`config.mk`:
```
export PLATFORM = sky130hd
export DESIGN_NAME = pulse_charge_integrator_core_flat
export DESIGN_NICKNAME = d
export VERILOG_FILES = /design/src/rtl/pci_pkg.sv /design/src/rtl/pci_if.sv /design/src/rtl/pci_front.sv /design/src/rtl/pci_accum.sv /design/src/rtl/pulse_charge_integrator_core.sv /design/src/flat_wrapper.sv
export VERILOG_INCLUDE_DIRS = /design/src /design/src/rtl
export SDC_FILE = /design/constraint.sdc
export NUM_CORES = 1
export LEC_CHECK = 0
export BUFFER_PORTS_ARGS = -buffer_cell sky130_fd_sc_hd__buf_2
export CORE_MARGIN = 8
export CORE_UTILIZATION = 37
export DETAILED_ROUTE_END_ITERATION = 12
export GPL_ROUTABILITY_DRIVEN = 1
export GPL_TIMING_DRIVEN = 0
export PLACE_DENSITY = 0.64
export RECOVER_POWER = 25
export SYNTH_ARGS = -nofsm -noshare
export SYNTH_HDL_FRONTEND = slang
export SYNTH_SLANG_ARGS = --single-unit
```
`constraint.sdc`:
```
create_clock -name clk_i -period 6.8 [get_ports clk_i]
set_input_delay 1.36 -clock clk_i [delete_from_list [all_inputs] [get_ports clk_i]]
set_output_delay 1.36 -clock clk_i [all_outputs]
set_load 0.02 [all_outputs]
```
`src/rtl/pulse_charge_integrator_core_assert.svh`:
```
// Assertion macros used by the pulse charge integrator accumulator.
`ifndef PULSE_CHARGE_INTEGRATOR_CORE_ASSERT_SVH
`define PULSE_CHARGE_INTEGRATOR_CORE_ASSERT_SVH

// Check a property on every rising clock edge outside reset.
`define PCI_ASSERT(label, prop, msg) \
  label: assert property (@(posedge clk_i) disable iff (!rst_ni) (prop)) else $error(msg);

// Check that a condition implies a consequence in the next cycle.
`define PCI_ASSERT_NEXT(label, ante, cons, msg) \
  label: assert property (@(posedge clk_i) disable iff (!rst_ni) (ante) |=> (cons)) \
    else $error(msg);

`endif

```
`src/rtl/pci_pkg.sv`:
```
// Package with constants and types of the pulse charge integrator.
package pci_pkg;

  localparam int unsigned SAMPLE_BITS = 14;
  localparam int unsigned GROUP_SIZE  = 4;
  localparam int unsigned MAX_SAMPLES = 2048;
  localparam int unsigned MAX_BINS    = MAX_SAMPLES / GROUP_SIZE;

  localparam int unsigned FILL_W   = $clog2(GROUP_SIZE);
  localparam int unsigned BIN_W    = 10;
  localparam int unsigned GROUP_W  = 16;
  localparam int unsigned CHARGE_W = 25;

  localparam int unsigned CFG_IDX_W  = 3;
  localparam int unsigned CFG_DATA_W = 14;

  // Configuration register indexes
  localparam logic [CFG_IDX_W-1:0] REG_BASELINE   = 3'd0;
  localparam logic [CFG_IDX_W-1:0] REG_TOTAL_START = 3'd1;
  localparam logic [CFG_IDX_W-1:0] REG_WINDOW_END = 3'd2;
  localparam logic [CFG_IDX_W-1:0] REG_TAIL_START = 3'd3;
  localparam logic [CFG_IDX_W-1:0] REG_THRESHOLD  = 3'd4;

  // Reset values of the configuration registers
  localparam logic [SAMPLE_BITS-1:0] RST_BASELINE    = 14'd188;
  localparam logic [BIN_W-1:0]       RST_TOTAL_START = 10'd145;
  localparam logic [BIN_W-1:0]       RST_WINDOW_END  = 10'd500;
  localparam logic [BIN_W-1:0]       RST_TAIL_START  = 10'd201;
  localparam logic [SAMPLE_BITS-1:0] RST_THRESHOLD   = 14'd10;

  localparam logic [GROUP_W-1:0]  GROUP_MAX  = '1;
  localparam logic [CHARGE_W-1:0] CHARGE_MAX = '1;

  // Window and threshold settings used by the accumulator
  typedef struct packed {
    logic [BIN_W-1:0]       total_start;
    logic [BIN_W-1:0]       window_end;
    logic [BIN_W-1:0]       tail_start;
    logic [SAMPLE_BITS-1:0] threshold;
  } win_cfg_t;

  // One inverted sample held in the input register
  typedef struct packed {
    logic [SAMPLE_BITS-1:0] inv;
    logic                   last;
  } stage_t;

endpackage

```
`src/rtl/pci_if.sv`:
```
// Stream interfaces for input samples and result items.
interface pci_in_if
  import pci_pkg::*;
();
  logic                   valid;
  logic                   ready;
  logic [SAMPLE_BITS-1:0] raw_sample;
  logic                   last_sample;

  modport source (output valid, output raw_sample, output last_sample, input ready);
  modport sink   (input valid, input raw_sample, input last_sample, output ready);
endinterface

interface pci_out_if
  import pci_pkg::*;
();
  logic                   valid;
  logic                   ready;
  logic [GROUP_W-1:0]     group_sum;
  logic [CHARGE_W-1:0]    total_charge;
  logic [CHARGE_W-1:0]    tail_charge;
  logic [SAMPLE_BITS-1:0] peak_height;
  logic                   above_threshold;
  logic                   waveform_end;

  modport source (output valid, output group_sum, output total_charge, output tail_charge,
                  output peak_height, output above_threshold, output waveform_end,
                  input ready);
  modport sink   (input valid, input group_sum, input total_charge, input tail_charge,
                  input peak_height, input above_threshold, input waveform_end,
                  output ready);
endinterface

```
`src/rtl/pci_front.sv`:
```
// Configuration registers, sample inversion and input register.
module pci_front
  import pci_pkg::*;
(
  input  logic                  clk_i,
  input  logic                  rst_ni,
  input  logic                  cfg_we_i,
  input  logic [CFG_IDX_W-1:0]  cfg_idx_i,
  input  logic [CFG_DATA_W-1:0] cfg_data_i,
  pci_in_if.sink                in_i,
  input  logic                  adv_i,
  output logic                  stage_valid_o,
  output stage_t                stage_o,
  output win_cfg_t              win_cfg_o
);

  logic [SAMPLE_BITS-1:0] baseline_q;
  win_cfg_t               win_q;
  logic                   valid_q, valid_d;
  stage_t                 stage_q, stage_d;

  // Write configuration registers
  always_ff @(posedge clk_i or negedge rst_ni) begin
    if (!rst_ni) begin
      baseline_q          <= RST_BASELINE;
      win_q.total_start   <= RST_TOTAL_START;
      win_q.window_end    <= RST_WINDOW_END;
      win_q.tail_start    <= RST_TAIL_START;
      win_q.threshold     <= RST_THRESHOLD;
    end else if (cfg_we_i) begin
      unique case (cfg_idx_i)
        REG_BASELINE:    baseline_q        <= cfg_data_i[SAMPLE_BITS-1:0];
        REG_TOTAL_START: win_q.total_start <= cfg_data_i[BIN_W-1:0];
        REG_WINDOW_END:  win_q.window_end  <= cfg_data_i[BIN_W-1:0];
        REG_TAIL_START:  win_q.tail_start  <= cfg_data_i[BIN_W-1:0];
        REG_THRESHOLD:   win_q.threshold   <= cfg_data_i[SAMPLE_BITS-1:0];
        default: ;
      endcase
    end
  end

  // Accept when the stage is empty or moves on this cycle
  assign in_i.ready = !valid_q || adv_i;

  // Invert the sample; a negative difference becomes one
  always_comb begin
    stage_d.last = in_i.last_sample;
    if (baseline_q >= in_i.raw_sample) begin
      stage_d.inv = baseline_q - in_i.raw_sample;
    end else begin
      stage_d.inv = SAMPLE_BITS'(1);
    end
  end

  always_comb begin
    valid_d = valid_q;
    if (in_i.valid && in_i.ready) begin
      valid_d = 1'b1;
    end else if (adv_i) begin
      valid_d = 1'b0;
    end
  end

  always_ff @(posedge clk_i or negedge rst_ni) begin
    if (!rst_ni) begin
      valid_q <= 1'b0;
    end else begin
      valid_q <= valid_d;
    end
  end

  // Hold the payload until the next transfer
  always_ff @(posedge clk_i) begin
    if (in_i.valid && in_i.ready) begin
      stage_q <= stage_d;
    end
  end

  assign stage_valid_o = valid_q;
  assign stage_o       = stage_q;
  assign win_cfg_o     = win_q;

endmodule

```
`src/rtl/pci_accum.sv`:
```
// Group, charge and peak accumulation with the result register.
`include "pulse_charge_integrator_core_assert.svh"

module pci_accum
  import pci_pkg::*;
(
  input  logic     clk_i,
  input  logic     rst_ni,
  input  logic     stage_valid_i,
  input  stage_t   stage_i,
  input  win_cfg_t win_cfg_i,
  output logic     adv_o,
  pci_out_if.source out_o
);

  logic [FILL_W-1:0]      fill_q, fill_d;
  logic [GROUP_W-1:0]     group_q, group_d;
  logic [BIN_W-1:0]       bin_q, bin_d;
  logic [CHARGE_W-1:0]    tot_q, tot_d;
  logic [CHARGE_W-1:0]    tail_q, tail_d;
  logic [SAMPLE_BITS-1:0] peak_q, peak_d;

  logic                   active, close, produce, adv;
  logic [GROUP_W:0]       group_sum_w;
  logic [GROUP_W-1:0]     group_next;
  logic [SAMPLE_BITS-1:0] peak_next;
  logic [CHARGE_W-1:0]    tot_next, tail_next;
  logic [CHARGE_W:0]      tot_sum_w, tail_sum_w;
  logic                   in_total, in_tail;

  logic                   out_valid_q, out_valid_d;
  logic [GROUP_W-1:0]     out_group_q;
  logic [CHARGE_W-1:0]    out_tot_q, out_tail_q;
  logic [SAMPLE_BITS-1:0] out_peak_q;
  logic                   out_above_q, out_end_q;

  // Move the stage forward when the result register is free
  assign adv   = stage_valid_i && (!out_valid_q || out_o.ready);
  assign adv_o = adv;

  // Per-sample datapath
  always_comb begin
    active      = bin_q < BIN_W'(MAX_BINS);
    group_sum_w = {1'b0, group_q} + (GROUP_W+1)'(stage_i.inv);
    group_next  = group_sum_w[GROUP_W] ? GROUP_MAX : group_sum_w[GROUP_W-1:0];
    peak_next   = (active && stage_i.inv > peak_q) ? stage_i.inv : peak_q;
    close       = active && ((fill_q == FILL_W'(GROUP_SIZE - 1)) || stage_i.last);
    produce     = close || stage_i.last;
    in_total    = bin_q >= win_cfg_i.total_start && bin_q < win_cfg_i.window_end;
    in_tail     = bin_q >= win_cfg_i.tail_start && bin_q < win_cfg_i.window_end;
    tot_sum_w   = {1'b0, tot_q} + (CHARGE_W+1)'(group_next);
    tail_sum_w  = {1'b0, tail_q} + (CHARGE_W+1)'(group_next);
    tot_next    = tot_q;
    tail_next   = tail_q;
    if (close && in_total) begin
      tot_next = tot_sum_w[CHARGE_W] ? CHARGE_MAX : tot_sum_w[CHARGE_W-1:0];
    end
    if (close && in_tail) begin
      tail_next = tail_sum_w[CHARGE_W] ? CHARGE_MAX : tail_sum_w[CHARGE_W-1:0];
    end
  end

  // Advance the waveform state; clear it after the last sample
  always_comb begin
    fill_d  = fill_q;
    group_d = group_q;
    bin_d   = bin_q;
    tot_d   = tot_q;
    tail_d  = tail_q;
    peak_d  = peak_q;
    if (adv) begin
      if (stage_i.last) begin
        fill_d  = '0;
        group_d = '0;
        bin_d   = '0;
        tot_d   = '0;
        tail_d  = '0;
        peak_d  = '0;
      end else if (active) begin
        peak_d = peak_next;
        tot_d  = tot_next;
        tail_d = tail_next;
        if (close) begin
          fill_d  = '0;
          group_d = '0;
          bin_d   = bin_q + BIN_W'(1);
        end else begin
          fill_d  = fill_q + FILL_W'(1);
          group_d = group_next;
        end
      end
    end
  end

  always_ff @(posedge clk_i or negedge rst_ni) begin
    if (!rst_ni) begin
      fill_q  <= '0;
      group_q <= '0;
      bin_q   <= '0;
      tot_q   <= '0;
      tail_q  <= '0;
      peak_q  <= '0;
    end else begin
      fill_q  <= fill_d;
      group_q <= group_d;
      bin_q   <= bin_d;
      tot_q   <= tot_d;
      tail_q  <= tail_d;
      peak_q  <= peak_d;
    end
  end

  // Result register valid: load on advance, drop after transfer
  always_comb begin
    out_valid_d = out_valid_q;
    if (adv) begin
      out_valid_d = produce;
    end else if (out_o.ready) begin
      out_valid_d = 1'b0;
    end
  end

  always_ff @(posedge clk_i or negedge rst_ni) begin
    if (!rst_ni) begin
      out_valid_q <= 1'b0;
    end else begin
      out_valid_q <= out_valid_d;
    end
  end

  // Load the result payload
  always_ff @(posedge clk_i) begin
    if (adv) begin
      out_group_q <= close ? group_next : '0;
      out_tot_q   <= stage_i.last ? tot_next : '0;
      out_tail_q  <= stage_i.last ? tail_next : '0;
      out_peak_q  <= stage_i.last ? peak_next : '0;
      out_above_q <= stage_i.last && (peak_next > win_cfg_i.threshold);
      out_end_q   <= stage_i.last;
    end
  end

  assign out_o.valid           = out_valid_q;
  assign out_o.group_sum       = out_group_q;
  assign out_o.total_charge    = out_tot_q;
  assign out_o.tail_charge     = out_tail_q;
  assign out_o.peak_height     = out_peak_q;
  assign out_o.above_threshold = out_above_q;
  assign out_o.waveform_end    = out_end_q;

  `PCI_ASSERT(a_bin_range, bin_q <= BIN_W'(MAX_BINS), "bin index past the bin limit")
  `PCI_ASSERT_NEXT(a_clear_after_end, adv && stage_i.last,
                   bin_q == '0 && peak_q == '0 && tot_q == '0 && tail_q == '0,
                   "waveform state not cleared after the last sample")
  `PCI_ASSERT_NEXT(a_bin_step, adv && close && !stage_i.last,
                   bin_q == $past(bin_q) + BIN_W'(1), "closed group did not advance the bin")
  `PCI_ASSERT(a_totals_only_at_end,
              !out_valid_q || out_end_q || (out_tot_q == '0 && out_tail_q == '0
              && out_peak_q == '0), "totals present on a result that is not the end")

endmodule

```
`src/rtl/pulse_charge_integrator_core.sv`:
```
// Top level of the pulse charge integrator.
// Usage:
//   in_i carries one digitizer sample per transfer (raw_sample, last_sample).
//   out_o carries result items: one when a group of four samples closes,
//   holding the group sum, and one on the last sample of a waveform, which
//   also holds total charge, tail charge, peak height and the threshold flag.
//   The cfg_* port writes the five settings; write only while idle.
// Timing:
//   A sample enters the input register at its transfer; when the result
//   register is free it is accumulated and any result it causes is loaded
//   into the result register. One sample per cycle is sustained while
//   out_o.ready stays high; the accumulator update (group add, window compare,
//   charge add) is the feedback loop through the waveform state.
// Reset:
//   rst_ni clears all waveform state and restores the default settings;
//   no result is pending after reset.
// Stall:
//   While a result waits in the result register the input register still
//   takes one more sample; further samples wait until out_o.ready rises.
module pulse_charge_integrator_core
  import pci_pkg::*;
(
  input  logic                  clk_i,
  input  logic                  rst_ni,
  input  logic                  cfg_we_i,
  input  logic [CFG_IDX_W-1:0]  cfg_idx_i,
  input  logic [CFG_DATA_W-1:0] cfg_data_i,
  pci_in_if.sink                in_i,
  pci_out_if.source             out_o
);

  logic     stage_valid;
  stage_t   stage;
  win_cfg_t win_cfg;
  logic     adv;

  pci_front u_front (
    .clk_i         (clk_i),
    .rst_ni        (rst_ni),
    .cfg_we_i      (cfg_we_i),
    .cfg_idx_i     (cfg_idx_i),
    .cfg_data_i    (cfg_data_i),
    .in_i          (in_i),
    .adv_i         (adv),
    .stage_valid_o (stage_valid),
    .stage_o       (stage),
    .win_cfg_o     (win_cfg)
  );

  pci_accum u_accum (
    .clk_i         (clk_i),
    .rst_ni        (rst_ni),
    .stage_valid_i (stage_valid),
    .stage_i       (stage),
    .win_cfg_i     (win_cfg),
    .adv_o         (adv),
    .out_o         (out_o)
  );

endmodule

```
`src/flat_wrapper.sv`:
```
// flat-port wrapper written by rule: the top's interface ports become plain ports
module pulse_charge_integrator_core_flat import pci_pkg::*;
  (clk_i, rst_ni, cfg_we_i, cfg_idx_i, cfg_data_i, in_i_valid, in_i_raw_sample, in_i_last_sample, in_i_ready, out_o_valid, out_o_group_sum, out_o_total_charge, out_o_tail_charge, out_o_peak_height, out_o_above_threshold, out_o_waveform_end, out_o_ready);
  pci_in_if in_i_i ();
  pci_out_if out_o_i ();
  input  logic clk_i;
  input  logic rst_ni;
  input  logic cfg_we_i;
  input  logic [CFG_IDX_W-1:0] cfg_idx_i;
  input  logic [CFG_DATA_W-1:0] cfg_data_i;
  input wire logic [$bits(in_i_i.valid)-1:0] in_i_valid;
  input wire logic [$bits(in_i_i.raw_sample)-1:0] in_i_raw_sample;
  input wire logic [$bits(in_i_i.last_sample)-1:0] in_i_last_sample;
  output wire logic [$bits(in_i_i.ready)-1:0] in_i_ready;
  output wire logic [$bits(out_o_i.valid)-1:0] out_o_valid;
  output wire logic [$bits(out_o_i.group_sum)-1:0] out_o_group_sum;
  output wire logic [$bits(out_o_i.total_charge)-1:0] out_o_total_charge;
  output wire logic [$bits(out_o_i.tail_charge)-1:0] out_o_tail_charge;
  output wire logic [$bits(out_o_i.peak_height)-1:0] out_o_peak_height;
  output wire logic [$bits(out_o_i.above_threshold)-1:0] out_o_above_threshold;
  output wire logic [$bits(out_o_i.waveform_end)-1:0] out_o_waveform_end;
  input wire logic [$bits(out_o_i.ready)-1:0] out_o_ready;
  assign in_i_i.valid = in_i_valid;
  assign in_i_i.raw_sample = in_i_raw_sample;
  assign in_i_i.last_sample = in_i_last_sample;
  assign in_i_ready = in_i_i.ready;
  assign out_o_valid = out_o_i.valid;
  assign out_o_group_sum = out_o_i.group_sum;
  assign out_o_total_charge = out_o_i.total_charge;
  assign out_o_tail_charge = out_o_i.tail_charge;
  assign out_o_peak_height = out_o_i.peak_height;
  assign out_o_above_threshold = out_o_i.above_threshold;
  assign out_o_waveform_end = out_o_i.waveform_end;
  assign out_o_i.ready = out_o_ready;
  pulse_charge_integrator_core u_core (.clk_i(clk_i), .rst_ni(rst_ni), .cfg_we_i(cfg_we_i), .cfg_idx_i(cfg_idx_i), .cfg_data_i(cfg_data_i), .in_i(in_i_i), .out_o(out_o_i));
endmodule
```
Word level (Yosys, flattened, before mapping):

Cells that the tools add are included.

* bits in registers: 249
* input bits: 37
* output and inout bits: 84
* word-level logic and storage cells: 91

* add/subtract/negate cells: 6
* order comparisons: 7
* equality and inequality tests: 5
* multiplexer cells: 25
* reductions and logical operators: 27

Operators with widths (number)
* 25-bit 2-to-1 mux: 8
* 16-bit 2-to-1 mux: 4
* 25-bit by 16-bit adder with 26-bit output: 2
* 14-bit 2-to-1 mux: 3
* 10-bit 2-to-1 mux: 3
* 14-bit > comparator: 2
* 10-bit greater-or-equal comparator: 2
* 16-bit by 14-bit adder with 17-bit output: 1
* 14-bit greater-or-equal comparator: 1
* 14-bit subtractor: 1
* 2-bit AND reduction: 6
* 10-bit by 1-bit adder with 10-bit output (second input constant): 1
* 10-bit < comparator: 1
* 10-bit < comparator (second input constant): 1
* 1-bit logical AND: 9
* 2-bit nonzero test: 4
* 3-bit by 2-bit equality test with 1-bit output (second input constant): 2
* 2-bit 2-to-1 mux: 3
* 1-bit logical OR: 4
* 1-bit 2-to-1 mux: 4
* 3-bit by 1-bit equality test with 1-bit output (second input constant): 1
* 3-bit equality test (second input constant): 1
* 3-bit zero test: 1
* 3-bit AND reduction: 1
* other kinds (3): 4

Depth between registers and ports, before layout:

* depth after elaboration: 7
* depth in mapped cells: 22
* mapped depth without buffers: 20

Cells and area by module:

Synthesis repeated with hierarchy kept, for this count alone.

* cells, all modules: 1487
* area, all modules: 14951.8 um^2

Modules (own cells, without submodules)
* pci_accum: times used 1, cells an instance 1218, area each 11463.5 um^2, seq. area each 4789.6 um^2
* pci_front: times used 1, cells an instance 269, area each 3488.3 um^2, seq. area each 1951.9 um^2

Worst setup path after synthesis:

No wires, ideal clock.

* path kind: register to register
* from: register u_core.u_front.stage_q, in the netlist u_core.u_front.stage_o[1]
* to: register u_core.u_accum.out_tail_q[22] (netlist: u_core.u_accum.out_o.tail_charge[22]) (data pin)
* arrival time: 4444 ps
* required time: 6528 ps
* path slack: 2084 ps
* cell stages (with the launch flop): 23
* clock period less this slack: 4716 ps
* cell sequence: edfxtp_1 > ha_1 > fa_1 > a21o_1 > a21oi_1 > o211a_1 > o31a_1 > o21ai_1 > and3_1 > buf_2 > nor2_1 > inv_1 > ha_1 > fa_1 > a211oi_1 > o21ai_1 > o2111ai_1 > a21oi_1 > o211ai_1 > clkbuf_1 > nor2_1 > xnor2_1 > a21oi_1

* cells in the longest elaborated chain, start to end: 5

Ends and longest elaborated chain
* start: declaration: line pci_front.sv:20 `stage_t stage_q, stage_d;`
* start signal: assignment: line pci_front.sv:75 `stage_q <= stage_d;`
* 16-bit by 14-bit adder with 17-bit output: line pci_accum.sv:44 `group_sum_w = {1'b0, group_q} + (GROUP_W+1)'(stage_i.inv);`
* 16-bit 2-to-1 mux: line pci_accum.sv:45 `group_next = group_sum_w[GROUP_W] ? GROUP_MAX : group_sum_w[GROUP_W-1:0];`
* named net u_core.u_accum.group_next[0]: line pci_accum.sv:25 `logic [GROUP_W-1:0] group_next;`
* 25-bit by 16-bit adder with 26-bit output: line pci_accum.sv:52 `tail_sum_w = {1'b0, tail_q} + (CHARGE_W+1)'(group_next);`
* 25-bit 2-to-1 mux: line pci_accum.sv:59 `tail_next = tail_sum_w[CHARGE_W] ? CHARGE_MAX : tail_sum_w[CHARGE_W-1:0];`
* 25-bit 2-to-1 mux: line pci_accum.sv:58 `if (close && in_tail) begin`
* end signal: assignment: line pci_accum.sv:136 `out_tail_q <= stage_i.last ? tail_next : '0;`
* end: declaration: line pci_accum.sv:33 `logic [CHARGE_W-1:0] out_tot_q, out_tail_q;`

The timed path passes the listed nets, and every way through them passes these cells.
A chain may end at the register's enable or synchronous reset.

Final worst setup path:

* from: register u_core.u_front.stage_q, in the netlist u_core.u_front.stage_o[1]
* to: register u_core.u_accum.out_tot_q[20] (netlist: u_core.u_accum.out_o.total_charge[20]) (data pin)

* cells in the longest elaborated chain, start to end: 5

Ends and longest elaborated chain
* 16-bit by 14-bit adder with 17-bit output: line pci_accum.sv:44
* 16-bit 2-to-1 mux: line pci_accum.sv:45
* named net u_core.u_accum.group_next[0]: line pci_accum.sv:25
* 25-bit by 16-bit adder with 26-bit output: line pci_accum.sv:51 `tot_sum_w = {1'b0, tot_q} + (CHARGE_W+1)'(group_next);`
* 25-bit 2-to-1 mux: line pci_accum.sv:56 `tot_next = tot_sum_w[CHARGE_W] ? CHARGE_MAX : tot_sum_w[CHARGE_W-1:0];`
* 25-bit 2-to-1 mux: line pci_accum.sv:55 `if (close && in_total) begin`
* end signal: assignment: line pci_accum.sv:135 `out_tot_q <= stage_i.last ? tot_next : '0;`
* end: declaration: line pci_accum.sv:33

The timed path passes the listed nets, and every way through them passes these cells.

==> reports/results.txt <==
Worst-path maximum fanout - 9
WL final - 41700 um
CP endpoint kind - flip-flop
Ant diodes - 0
First-pass GRT wire length - 66000 um
Port bufs - 120
Final ANT Viol Nets - 0
CTS Sinks - 249
Clk_lat worst skew - 0.58 ns
Worst Clk Skew - 0.0215 ns
GRT Overall Usage - 0.176
Failing checks - capacitance limit, slew limit
Die ar. - 0.0464 sq mm
Pre-antenna DRT Iters - 5
Synth Area in Adders - 0.107
Synth top area share - 0.224
Vias per inst - 5.43
Synthesis-to-finish area growth - 15.7%
Most common cell after layout, fill and taps aside - dfrtp_1
H-tree depth - 1
Average wire per standard cell - 19.2 um
Hold Buf Count CTS - 0
FF+latch area - 0.00674 sq mm
Initial antenna violation count - 1
Vias - 11776
Placed cell count - 2115
Max Cap Viol - 1
Clock Power Share - 0.258
Fill count - 3802
Num CTS Buffers - 29
Sw Ratio - 0.385
Setup-failing EPs final - 0
Post-Synth XOR/XNOR Area - 0.0285
Yosys top cell by area - dfrtp_1
Synth top area cells - dfrtp_1 22%, edfxtp_1 20%, ha_1 10%
Sw Pwr - 2.45 mW
Clock Path Buffers - 3
Comb power frac - 0.417
Post-layout nets - 1781
Pleak - 7.63 nW
Largest net degree at the start of global routing - 83
Fin cells - 2169
Vias in the first global route - 11900
Placer Congestion - 0.911
Sequential area share after synthesis - 0.458
Root Driver - clkbuf_16
Post-cts resize count - 0
CTS clk-pin slew, worst paths - 0.06 ns
Post-synth EDFFs - 97
Syn Std Cell Area - 0.0147 sq mm
Multi-input gate area - 0.00736 sq mm
Crit path time final - 6.08 ns
Setup TNS - 0 ns
Post-synth net total - 1628
Starting Density - 0.372
WP data required - 7.08 ns
WP data arrival - 6.36 ns
Mapped Cells - 1468
Peak Freq - 0.164 GHz
Io pins - 121
Final period utilization - 0.895
P_int - 3.91 mW
CTS tree - yes
Sequential power share - 0.325
Ys Warns - 0
Min-Delay Path Class - reg -> reg
Most frequent cells in the layout - 132 x dfrtp_1, 130 x buf_2, 125 x o21ai_0
Dpl hpwl - 31600 um
Slew Viols, Final - 71
DRC - 0
Post-synthesis mux area share - 0.0332
Setup crit start kind - flip-flop
Syn Area/Cell - 10.0 sq um
Core area - 0.0395 sq mm
Complex-gate fraction of the synthesized area - 0.189
Total gr overflow - 0
Die W - 215 um
Synth Area in Simple Gates - 0.143
RSZ-0062 raised after global routing - no
Status - finished, violations left
First DRT Iteration DRCs - 757
# Post-CTS Setup Buffers - 0
Final Hold Vio Count - 0
Slew @ Worst Pin - 4.21 ns
Cell row count - 73
Synth Flop Type - dfrtp_1
Fraction of layout cells with a size suffix above 1 - 0.166
Post-synthesis cell type count - 81
Pwr/cell area - 373 mW/mm^2
Synth Register Bits - 249
Die Ht - 215 um
Async SR Flop Fraction - 0.610
Crit Path Class - reg -> reg
Largest family of logic cells by synthesized area - compound AO/OA/AOI/OAI gates
Rel. slew slack - -1.81
Peak VDD IR - 0.210 mV
## registers in the layout (all words and copies together) (netlist names), 10 cells and up
| register | cells |
|---|---|
| u_core.u_front.win_cfg_o | 44 |
| u_core.u_accum.out_o.tail_charge | 25 |
| u_core.u_accum.out_o.total_charge | 25 |
| u_core.u_accum.tail_q | 25 |
| u_core.u_accum.tot_q | 25 |
| u_core.u_accum.group_q | 16 |
| u_core.u_accum.out_o.group_sum | 16 |
| u_core.u_front.stage_o | 15 |
| u_core.u_accum.out_o.peak_height | 14 |
| u_core.u_accum.peak_q | 14 |
| u_core.u_front.baseline_q | 14 |
| u_core.u_accum.bin_q | 10 |
## cell families (layout without fill, tap and decap cells)
group / after synthesis / count (layout)
fa+ha+maj: 123 / 123
xor+xnor: 48 / 48
mux: 44 / 44
buf+inv: 155 / 331
simple gates: 418 / 418
flops: 249 / 249
compound gates: 431 / 431
## synth_stat cells (all sizes together) (4+ instances only)
library cell	instances
o21a	8
nand4	21
ha	119
and3	22
o211ai	8
a21boi	6
o21bai	6
nor2b	16
dfstp	20
o22a	6
o21ai	136
or3	7
a221oi	4
nor3	30
dfrtp	132
nand2b	14
o211a	5
a31oi	23
a21oi	113
a311oi	5
fa	4
a22o	25
nand2	110
mux2i	5
clkbuf	38
xnor2	31
and2	30
o221a	5
buf	19
mux2	39
or2	7
nand3	21
nor2	113
and4	10
xor2	17
a211oi	19
edfxtp	97
a21o	30
inv	98
## layout make-up
cell class / count / share of cell area
well taps: 525 / 0.0386
clock inverters: 13 / 0.0120
plain buffers: 57 / 0.0151
clock buffers: 41 / 0.0464
multi-input cells: 1064 / 0.432
repair buffers: 122 / 0.0384
inverters: 98 / 0.0217
flip-flops and latches: 249 / 0.396
## power groups by stage
| stage | clock network [mW] | logic [mW] | registers, mW |
|---|---|---|---|
| floorplan | 0 | 1.80 | 2.15 |
| global placement | 0 | 2.55 | 2.09 |
| detailed placement | 0 | 2.62 | 2.09 |
| CTS | 1.67 | 2.64 | 2.07 |
| global route | 1.74 | 2.95 | 2.10 |
| finish | 1.64 | 2.65 | 2.07 |
## per-stage QoR
| stage | setup WS [ns] | area (sq um) | util | hold WS, ns | power [mW] |
|---|---|---|---|---|---|
| 6_report | 0.717 | 17000 | 0.431 | 0.477 | 6.36 |
| 3_5_place_dp | 0.873 | 16100 | 0.406 | 0.464 | 4.71 |
| 5_1_grt | 0.390 | 17000 | 0.431 | 0.516 | 6.79 |
| 3_3_place_gp | 0.192 | 16000 | 0.404 | 0.454 | 4.65 |
| 4_1_cts | 0.846 | 17000 | 0.431 | 0.476 | 6.38 |
| 2_1_floorplan | 2.08 | 14700 | - | 0.443 | 3.95 |
## routing by layer
layer / routed length (um) / up-vias / global-route usage / share of wire
li1: - / 5673 / - / -
met1: 18500 / 5647 / 0.229 / 0.44
met2: 19400 / 372 / 0.291 / 0.46
met3: 2670 / 82 / 0.0364 / 0.064
met4: 1200 / 2 / 0.0522 / 0.029
met5: 13 / - / 0 / 0.00031
## final timing paths
| kind | from | slack, ns | to | depth (start not counted) |
|---|---|---|---|---|
| min in group asynchronous | rst_ni | 2.27 | u_core.u_accum.tot_q[5] | 1 |
| max in group asynchronous | rst_ni | 2.15 | u_core.u_accum.group_q[5] | 1 |
| min | u_core.u_accum.fill_q[1] | 0.48 | u_core.u_accum.fill_q[1] | 2 |
| max | u_core.u_front.stage_o[1] | 0.72 | u_core.u_accum.out_o.total_charge[20] | 21 |
| max reg2reg | u_core.u_front.stage_o[1] | 0.72 | u_core.u_accum.out_o.total_charge[20] | 21 |
| min reg2reg | u_core.u_accum.fill_q[1] | 0.48 | u_core.u_accum.fill_q[1] | 2 |
## critical path, cell delays in order (launching register included)
cell      delay [ns]
edfxtp_1        0.44
ha_1            0.24
fa_1            0.41
a21o_1          0.20
a21oi_1         0.29
o211a_1         0.21
o31a_1          0.16
o21ai_1         0.19
and3_1          0.23
buf_2           0.18
nor2_1          0.31
inv_1           0.12
ha_1            0.28
fa_1            0.45
a211oi_1        0.25
nor2_1          0.12
o311ai_0        0.70
o211ai_1        0.38
nand4_1         0.28
nor2_1          0.10
xnor2_1         0.14
a21oi_1         0.10
No activity file was read; power rests on OpenSTA's default activity.
